### config.mk
export PLATFORM = sky130hd
export DESIGN_NAME = checksummed_packet_deframer
export DESIGN_NICKNAME = d
export VERILOG_FILES = /design/src/design/cpd_pkg.sv /design/src/design/cpd_cell.sv /design/src/design/cpd_ctrl.sv /design/src/design/checksummed_packet_deframer.sv
export SDC_FILE = /design/constraint.sdc
export NUM_CORES = 1
export LEC_CHECK = 0
export ABC_AREA = 1
export BUFFER_PORTS_ARGS = -buffer_cell sky130_fd_sc_hd__buf_2
export CAP_MARGIN = 20
export CELL_PAD_IN_SITES_DETAIL_PLACEMENT = 0
export CELL_PAD_IN_SITES_GLOBAL_PLACEMENT = 1
export CORE_AREA = 4 4 104 106
export CTS_BUF_LIST = sky130_fd_sc_hd__clkbuf_16
export DETAILED_ROUTE_END_ITERATION = 8
export DIE_AREA = 0 0 108 110
export MAX_ROUTING_LAYER = met4
export PLACE_DENSITY_LB_ADDON = 0.1
export SKIP_LAST_GASP = 1
export SLEW_MARGIN = 20
export SYNTH_ARGS = -nofsm -noshare
export SYNTH_HDL_FRONTEND = slang
export SYNTH_SLANG_ARGS = --single-unit
### constraint.sdc
create_clock -name clk -period 10.25 [get_ports clk]
set_input_delay 0.5125 -clock clk [delete_from_list [all_inputs] [get_ports clk]]
set_output_delay 0.5125 -clock clk [all_outputs]
set_load 0.1 [all_outputs]
### src/design/cpd_pkg.sv
// Shared constants and types for the checksummed packet deframer.
package cpd_pkg;

  // Frame store depth: length byte plus body bytes.
  localparam int FRAME_BYTES = 12;

  // Width of a frame position (0 .. FRAME_BYTES-1).
  localparam int LEN_W = $clog2(FRAME_BYTES);

  // Width of the byte_index output field.
  localparam int IDX_OUT_W = 4;

  localparam logic [7:0] PREAMBLE = 8'h3B;

  // Controller to datapath: chain shift strobe and output beat info.
  typedef struct packed {
    logic                 shift;
    logic                 out_valid;
    logic [IDX_OUT_W-1:0] index;
    logic                 last;
  } ctl_t;

endpackage

### src/design/cpd_cell.sv
// One byte cell of the frame store chain.
module cpd_cell (
  input  logic       clk,
  input  logic       shift,
  input  logic [7:0] d_in,
  output logic [7:0] q
);

  logic [7:0] data_r;

  always_ff @(posedge clk) begin
    if (shift) begin
      data_r <= d_in;
    end
  end

  assign q = data_r;

endmodule

### src/design/cpd_ctrl.sv
// Frame parser, checksum tracking and replay sequencing.
module cpd_ctrl (
  input  logic          clk,
  input  logic          rst_n,
  input  logic          in_tvalid,
  input  logic [7:0]    in_tdata,
  output logic          in_tready,
  input  logic          out_tready,
  output cpd_pkg::ctl_t ctl
);

  localparam logic [2:0] ST_WAIT   = 3'd0;
  localparam logic [2:0] ST_LENGTH = 3'd1;
  localparam logic [2:0] ST_BODY   = 3'd2;
  localparam logic [2:0] ST_CHECK  = 3'd3;
  localparam logic [2:0] ST_REPLAY = 3'd4;

  localparam int LW = cpd_pkg::LEN_W;

  logic [2:0]    state_r, state_nxt;
  logic [LW-1:0] len_r, len_nxt;
  logic [LW-1:0] rem_r, rem_nxt;
  logic [LW-1:0] skip_r, skip_nxt;
  logic [LW-1:0] idx_r, idx_nxt;
  logic [7:0]    sum_r, sum_nxt;
  logic          in_acc;
  logic          shift;

  assign in_tready = (state_r != ST_REPLAY);
  assign in_acc    = in_tvalid & in_tready;

  always_comb begin
    state_nxt = state_r;
    len_nxt   = len_r;
    rem_nxt   = rem_r;
    skip_nxt  = skip_r;
    idx_nxt   = idx_r;
    sum_nxt   = sum_r;
    shift     = 1'b0;
    case (state_r)
      ST_WAIT: begin
        if (in_acc && in_tdata == cpd_pkg::PREAMBLE) begin
          state_nxt = ST_LENGTH;
        end
      end
      ST_LENGTH: begin
        if (in_acc) begin
          if (in_tdata < 8'(cpd_pkg::FRAME_BYTES)) begin
            shift     = 1'b1;
            len_nxt   = LW'(in_tdata);
            rem_nxt   = LW'(in_tdata);
            sum_nxt   = in_tdata;
            state_nxt = (in_tdata == 8'd0) ? ST_CHECK : ST_BODY;
          end else begin
            // too long for the store: back to hunting
            len_nxt   = '0;
            sum_nxt   = '0;
            state_nxt = ST_WAIT;
          end
        end
      end
      ST_BODY: begin
        if (in_acc) begin
          shift   = 1'b1;
          sum_nxt = sum_r + in_tdata;
          rem_nxt = rem_r - LW'(1);
          if (rem_r == LW'(1)) begin
            state_nxt = ST_CHECK;
          end
        end
      end
      ST_CHECK: begin
        if (in_acc) begin
          if (in_tdata == (8'h00 - sum_r)) begin
            // align byte 0 with the tap at the far end of the chain
            skip_nxt  = LW'(cpd_pkg::FRAME_BYTES - 1) - len_r;
            idx_nxt   = '0;
            state_nxt = ST_REPLAY;
          end else begin
            sum_nxt   = '0;
            state_nxt = ST_WAIT;
          end
        end
      end
      ST_REPLAY: begin
        if (skip_r != '0) begin
          shift    = 1'b1;
          skip_nxt = skip_r - LW'(1);
        end else if (out_tready) begin
          shift = 1'b1;
          if (idx_r == len_r) begin
            sum_nxt   = '0;
            state_nxt = ST_WAIT;
          end else begin
            idx_nxt = idx_r + LW'(1);
          end
        end
      end
      default: begin
        state_nxt = ST_WAIT;
      end
    endcase
  end

  always_ff @(posedge clk) begin
    if (!rst_n) begin
      state_r <= ST_WAIT;
      len_r   <= '0;
      rem_r   <= '0;
      skip_r  <= '0;
      idx_r   <= '0;
      sum_r   <= '0;
    end else begin
      state_r <= state_nxt;
      len_r   <= len_nxt;
      rem_r   <= rem_nxt;
      skip_r  <= skip_nxt;
      idx_r   <= idx_nxt;
      sum_r   <= sum_nxt;
    end
  end

  assign ctl.shift     = shift;
  assign ctl.out_valid = (state_r == ST_REPLAY) && (skip_r == '0);
  assign ctl.index     = cpd_pkg::IDX_OUT_W'(idx_r);
  assign ctl.last      = (idx_r == len_r);

endmodule

### src/design/checksummed_packet_deframer.sv
// Top level of the checksummed packet deframer: controller plus byte cell chain.
//
//  channel | dir | tdata                              | tlast
//  in_     | in  | [7:0] rx_byte                      | -
//  out_    | out | [7:0] frame_byte, [11:8] byte_index | last_byte
//
// Input bytes are accepted whenever in_tvalid is high outside replay. A frame that
// passes its checksum is replayed: the cell chain moves one position per cycle unless
// an output beat stalls, first FRAME_BYTES-1-length alignment shifts, then one
// beat per stored byte from the tap at the last cell. No input is taken during
// replay. Reset clears control state only; the cells hold undefined data.
module checksummed_packet_deframer (
  input  logic        clk,
  input  logic        rst_n,
  input  logic        in_tvalid,
  output logic        in_tready,
  input  logic [7:0]  in_tdata,   // [7:0] rx_byte
  output logic        out_tvalid,
  input  logic        out_tready,
  output logic [15:0] out_tdata,  // [7:0] frame_byte, [11:8] byte_index, [15:12] zero
  output logic        out_tlast   // last_byte
);

  localparam int N = cpd_pkg::FRAME_BYTES;

  cpd_pkg::ctl_t ctl;
  logic [7:0]    q [N];

  cpd_ctrl u_ctrl (
    .clk        (clk),
    .rst_n      (rst_n),
    .in_tvalid  (in_tvalid),
    .in_tdata   (in_tdata),
    .in_tready  (in_tready),
    .out_tready (out_tready),
    .ctl        (ctl)
  );

  for (genvar i = 0; i < N; i++) begin : g_cell
    if (i == 0) begin : g_head
      cpd_cell u_cell (
        .clk   (clk),
        .shift (ctl.shift),
        .d_in  (in_tdata),
        .q     (q[i])
      );
    end else begin : g_body
      cpd_cell u_cell (
        .clk   (clk),
        .shift (ctl.shift),
        .d_in  (q[i-1]),
        .q     (q[i])
      );
    end
  end

  assign out_tvalid = ctl.out_valid;
  assign out_tdata  = {4'd0, ctl.index, q[N-1]};
  assign out_tlast  = ctl.last;

endmodule

# After elaboration in Yosys (flattened, before gate mapping)
# Index checks and enable logic that the tools add are counted.
# word_totals
regBits	123
latchBits	0
ram_bits	0
mem_bits_ro	0
input_bits	12
word_cells	105
mem_count	0
# classes
n_addsub	6
mul	0
n_div	0
n_lt_le_gt_ge	1
eq_ne	22
n_shift	0
n_mux	42
bitwise	1
n_reduce_logical	15
# ops
cell	n
8-bit two-way mux	8
4-bit two-way mux	12
8-bit case mux with 4 select lines	1
3-bit two-way mux	10
4-bit case mux with 2 select lines	3
2-bit by 1-bit != test with 1-bit output (second input constant)	8
8-bit AND reduction	2
3-bit case mux with 5 select lines	1
2-bit != test (second input constant)	5
8-bit adder	1
8-bit by 6-bit == test with 1-bit output (second input constant)	1
8-bit == test	1
8-bit zero test	1
8-bit by 4-bit < comparator with 1-bit output (second input constant)	1
4-bit AND reduction	2
4-bit nonzero test	2
1-bit by 8-bit subtractor with 8-bit output (first input constant)	1
4-bit by 1-bit subtractor with 4-bit output (second input constant)	2
3-bit by 2-bit == test with 1-bit output (second input constant)	2
1-bit two-way mux	6
6-bit AND reduction	1
4-bit by 1-bit adder with 4-bit output (second input constant)	1
4-bit by 1-bit == test with 1-bit output (second input constant)	1
4-bit == test	1
11 further kinds	13

# Depth between registers and ports, before layout
# logic_depth
ltp_word	5
mapped_depth	15
depth_no_buf	15

# Modules after synthesis
# A second synthesis with hierarchy kept.
# hier_totals
hier_cells	469
area_unflattened_um2	5261.3
# by_module_without_submodules
mod	instances	cells_each	area_each_um2	seq_area_each_um2
cpd_cell	12	8	240.2	240.2
cpd_ctrl	1	368	2344.7	540.5
checksummed_packet_deframer	1	5	33.8	0.0

# Least setup slack after synthesis
# No wires, ideal clock.
# synth_path
path_kind	input port to flip-flop
startpoint	input port in_tdata[6]
endpoint	register g_cell[0].g_head.u_cell.data_r[0], enable pin
setup_time_ns	0.457
arrival_ns	3.351
required_ns	9.793
setup_slack_ns	6.442
path_stages	7
path_cell_list	nor2_1 > nand3_1 > a21oi_1 > inv_1 > o21ai_1 > nand2_1 > nand2_1
# synth_between
elab_chain_cells	4
# synth_rtl
item	line_no	rtl
start, declared	checksummed_packet_deframer.sv:17	input logic [7:0] in_tdata,
8-bit by 4-bit < comparator with 1-bit output	cpd_ctrl.sv:48	if (in_tdata < 8'(cpd_pkg::FRAME_BYTES)) begin
1-bit two-way mux	cpd_ctrl.sv:48	
1-bit two-way mux	cpd_ctrl.sv:47	if (in_acc) begin
1-bit case mux with 3 select lines	cpd_ctrl.sv:40	case (state_r)
net g_cell[0].g_head.u_cell.shift	cpd_cell.sv:4	input logic shift,
end signal, assigned	cpd_cell.sv:13	data_r <= d_in;
end, declared	cpd_cell.sv:9	logic [7:0] data_r;
# The timed path passes the listed nets, and every way through them passes these cells.
# A chain may end at the register's enable or synchronous reset.

# Worst setup path after layout
# layout_path
startpoint	register u_ctrl.state_r[0]
endpoint	register g_cell[5].g_body.u_cell.data_r[4], enable pin
# layout_between
elab_chain_cells	4
# layout_rtl
item	line_no	rtl
start, declared	cpd_ctrl.sv:20	logic [2:0] state_r, state_nxt;
start signal, assigned	cpd_ctrl.sv:114	state_r <= state_nxt;
3-bit != test	cpd_ctrl.sv:29	assign in_tready = (state_r != ST_REPLAY);
1-bit bitwise AND	cpd_ctrl.sv:30	assign in_acc = in_tvalid & in_tready;
1-bit two-way mux, on equally long branches	cpd_ctrl.sv:63, cpd_ctrl.sv:47	
1-bit case mux with 3 select lines (*)	cpd_ctrl.sv:40	
net g_cell[0].g_head.u_cell.shift	cpd_cell.sv:4	
end signal, assigned	cpd_cell.sv:13	
end, declared	cpd_cell.sv:9	
# Mark *: on every way through the listed nets, which the timed path passes. The rest lies on a longest branch.

==> reports/qor.yml <==
global_route:
  antenna_found_initial: 0
  grt_max_degree: 97
  grt_pass1_vias: 2955
  grt_pass1_wl_um: 14200
  overflow: 0
  grt.total_usage: 0.165
floorplan:
  fp-row-count: 36
  dieHeight_um: 110
  die_x_um: 108
  design.core.area_um2: 9770
  initial_core_util: 0.513
  die-area_um2: 11900
  io_pins: 31
setup_path:
  cpPeakStageDelay_ns: 0.44
  r2r-end: "g_cell[5].g_body.u_cell.q[4]$_DFFE_PP_"
  cp.arrival_ns: 2.49
  crit_fanout: 96
  path_delay_family: "simple AND/OR/NAND/NOR gates"
  cp_num_buf_inv: 1
  endpoint_kind: "flip-flop"
  ff2ff_setup_slack_ns: 7.74
  startpoint_type: "flip-flop"
  crit_type: "reg -> reg"
  crit_chain: "nor2_1 -> nand2_1 -> inv_1 -> a21oi_1 -> nand2_8"
  r2r-start: "u_ctrl.state_r[0]$_SDFFE_PN0P_"
  cpMaxStageDelayCell: "a21oi_1"
  r2r_cells: 5
  required_ns: 10.23
routing:
  drtIter0Drc: 184
  routed_wl_um: 8560
  post_drt_wl_per_cell_um: 14.1
  wl_met1_um: 4240
  num_vias: 3044
  top_layer_used: "met4"
  drc: 0
  dr_wl_met2_um: 4020
  dr.pass1.iters: 4
  wl_met3_um: 222
  vias_per_cell: 5.01
  ant_nets: 0
power:
  power.internal_mw: 1.29
  leakage_nw: 2.31
  p_per_area_nw_per_um2: 329
  p_clk_frac: 0.324
  ir_drop_mv: 0.190
  swShare: 0.335
  power.share.sequential: 0.425
  p_comb_frac: 0.250
  switchingPower_uw: 650
clocking:
  clk_pin_slew_ns: 0.05
  cts_resized: 0
  worst_skew_pair.late_latency_ns: 0.40
  cts_sinks: 123
  cts_hold_buf: 0
  cts_tree: "built"
  cts_buffers: 17
  ctsRootBufferMaster: "clkbuf_16"
  htreeDepth: 4
  clock_path_buffers: 2
  post-cts-setup-buffers: 0
synth:
  ys_ff_latch: 123
  ys_seq_area_frac: 0.683
  netlist.area_leader.share: 0.575
  yosysUniqueCellTypes: 36
  netlist_area_um2: 5010
  avgSynthCellArea_um2: 11.8
  ys_warn_count: 0
  synth_area_leader_cell: "edfxtp_1"
  synthCells: 424
  synthTopCellsByArea: "edfxtp_1 (57%), dfxtp_1 (11%), nand2_1 (5.5%), a21oi_1 (3.4%), nand3_1 (3.1%)"
timing:
  fmax_ghz: 0.399
  tightestPinTransition_ns: 0.680
  hold_viol: 0
  fin_crit_sh: 0.245
  skew_ns: 0.00908
  rsz0062_at_grt: "false"
  setup_tns_ns: 0
  setup_slack_ns: 7.74
  holdWs_ns: 0.325
  finalSetupViolCount: 0
  slew-limit-headroom: 0.547
  slew_violations: 0
  min_period_ns: 2.51
final_layout:
  final_nets: 488
  n_antenna_cell: 0
  final_core_util: 0.603
  syn_to_final_growth_pct: 17.6
  drive_above_1_share: 0.145
  nFillCells: 807
  stdcell_count: 608
placement:
  dp_slack_ns: 7.13
  place.gp.congestion: 0.840
  dp_cells: 577
  io_buffer_count: 26
  dp_hpwl_um: 5430
run:
  max_cap_viol_count: 0
worst_hold_path:
  min_to: "g_cell[0].g_head.u_cell.q[7]$_DFFE_PP_"
  hold_class: "in -> reg"
  min_path_cells: 1
  hp-start: "in_tdata[7]"
status:
  status: "complete, no violations"
synth_stat cells, drive strengths merged:
| library cell | number |
|---|---|
| buf | 7 |
| nor4 | 1 |
| o41ai | 1 |
| xor2 | 10 |
| a21boi | 1 |
| inv | 36 |
| a211oi | 1 |
| nand3b | 3 |
| a21oi | 34 |
| o21ai | 19 |
| xnor2 | 6 |
| o22ai | 1 |
| or2 | 4 |
| fa | 1 |
| edfxtp | 96 |
| mux2i | 2 |
| nor2 | 41 |
| nor3b | 1 |
| dfxtp | 27 |
| nor3 | 5 |
| conb | 1 |
| nand3 | 32 |
| nand2 | 76 |
| ha | 12 |
| nand4 | 4 |
| clkbuf | 2 |
worst max-delay path by stage:
stage | start | endpoint | slack (ns) | depth (start not counted)
finish | u_ctrl.state_r[0]$_SDFFE_PN0P_ | g_cell[5].g_body.u_cell.q[4]$_DFFE_PP_ | 7.74 | 5
global route | u_ctrl.state_r[0]$_SDFFE_PN0P_ | g_cell[5].g_body.u_cell.q[4]$_DFFE_PP_ | 7.52 | 5
CTS | in_tdata[6] | g_cell[5].g_body.u_cell.q[4]$_DFFE_PP_ | 7.58 | 8
detailed placement | in_tdata[6] | g_cell[11].g_body.u_cell.q[6]$_DFFE_PP_ | 7.13 | 8
global placement | in_tdata[6] | g_cell[11].g_body.u_cell.q[6]$_DFFE_PP_ | 7.29 | 8
floorplan | in_tdata[6] | g_cell[0].g_head.u_cell.q[0]$_DFFE_PP_ | 6.44 | 7
registers in the layout (all words and copies together), names as in the netlist:
signal and cells:
u_ctrl.skip_r 4, u_ctrl.idx_r 4, g_cell.g_head.u_cell.q 8, u_ctrl.len_r 4, u_ctrl.sum_r 8, u_ctrl.rem_r 4
u_ctrl.state_r 3, g_cell.g_body.u_cell.q 88
cells in the final DEF (no fill, tap or decap), types with 5 or more instances in the layout:
cell,instances
dfxtp_1,27
nand2_1,73
inv_1,35
clkbuf_16,17
ha_1,12
a21oi_1,34
o21ai_0,17
xnor2_1,6
bufinv_16,5
nor2_2,5
nor2_1,36
buf_2,26
nand3_1,31
edfxtp_1,96
xor2_1,10
cell type report:
cell class | instances | area [um2] | share of cell area
Clock inverter | 14 | 203 | 0.0344
Inverter | 36 | 135 | 0.0229
Tap cell | 133 | 166 | 0.0282
Timing Repair Buffer | 26 | 130 | 0.0221
Sequential cell | 123 | 3420 | 0.581
Multi-Input combinational cell | 259 | 1410 | 0.240
Clock buffer | 17 | 425 | 0.0721
worst reg2reg max path, stage by stage (launching register included):
cell,delay (ns)
dfxtp_1,0.40
nor2_1,0.07
nand2_1,0.42
inv_1,0.27
a21oi_1,0.44
nand2_8,0.44
cells by family (layout without fill, tap and decap cells):
family | Yosys count | after routing | share of synthesized area
buf+inv | 45 | 93 | 0.0407
other cells | 1 | 4 | 0.000748
simple gates | 167 | 167 | 0.151
flops | 123 | 123 | 0.683
mux | 2 | 2 | 0.00399
compound gates | 57 | 57 | 0.0589
fa+ha+maj | 13 | 13 | 0.0339
xor+xnor | 16 | 16 | 0.0280
per-layer routing:
metal / global-route usage / vias up
met2: 0.246 / 38
met1: 0.211 / 1451
met4: 0.0541 / 0
met3: 0.0612 / 7
met5: - / -
li1: - / 1548
power groups by stage:
stage | registers (mW) | clock network (mW) | logic (mW)
6_report | 0.825 | 0.629 | 0.486
5_1_grt | 0.843 | 0.671 | 0.532
2_1_floorplan | 0.944 | 0 | 0.287
3_3_place_gp | 0.827 | 0 | 0.483
4_1_cts | 0.831 | 0.645 | 0.488
3_5_place_dp | 0.832 | 0 | 0.487
through the flow:
stage	area, um2	total power, mW
5_1_grt	5900	2.05
3_5_place_dp	5260	1.32
6_report	5900	1.94
3_3_place_gp	5260	1.31
4_1_cts	5890	1.96
2_1_floorplan	5020	1.23
(Power assumes the default switching activity.)
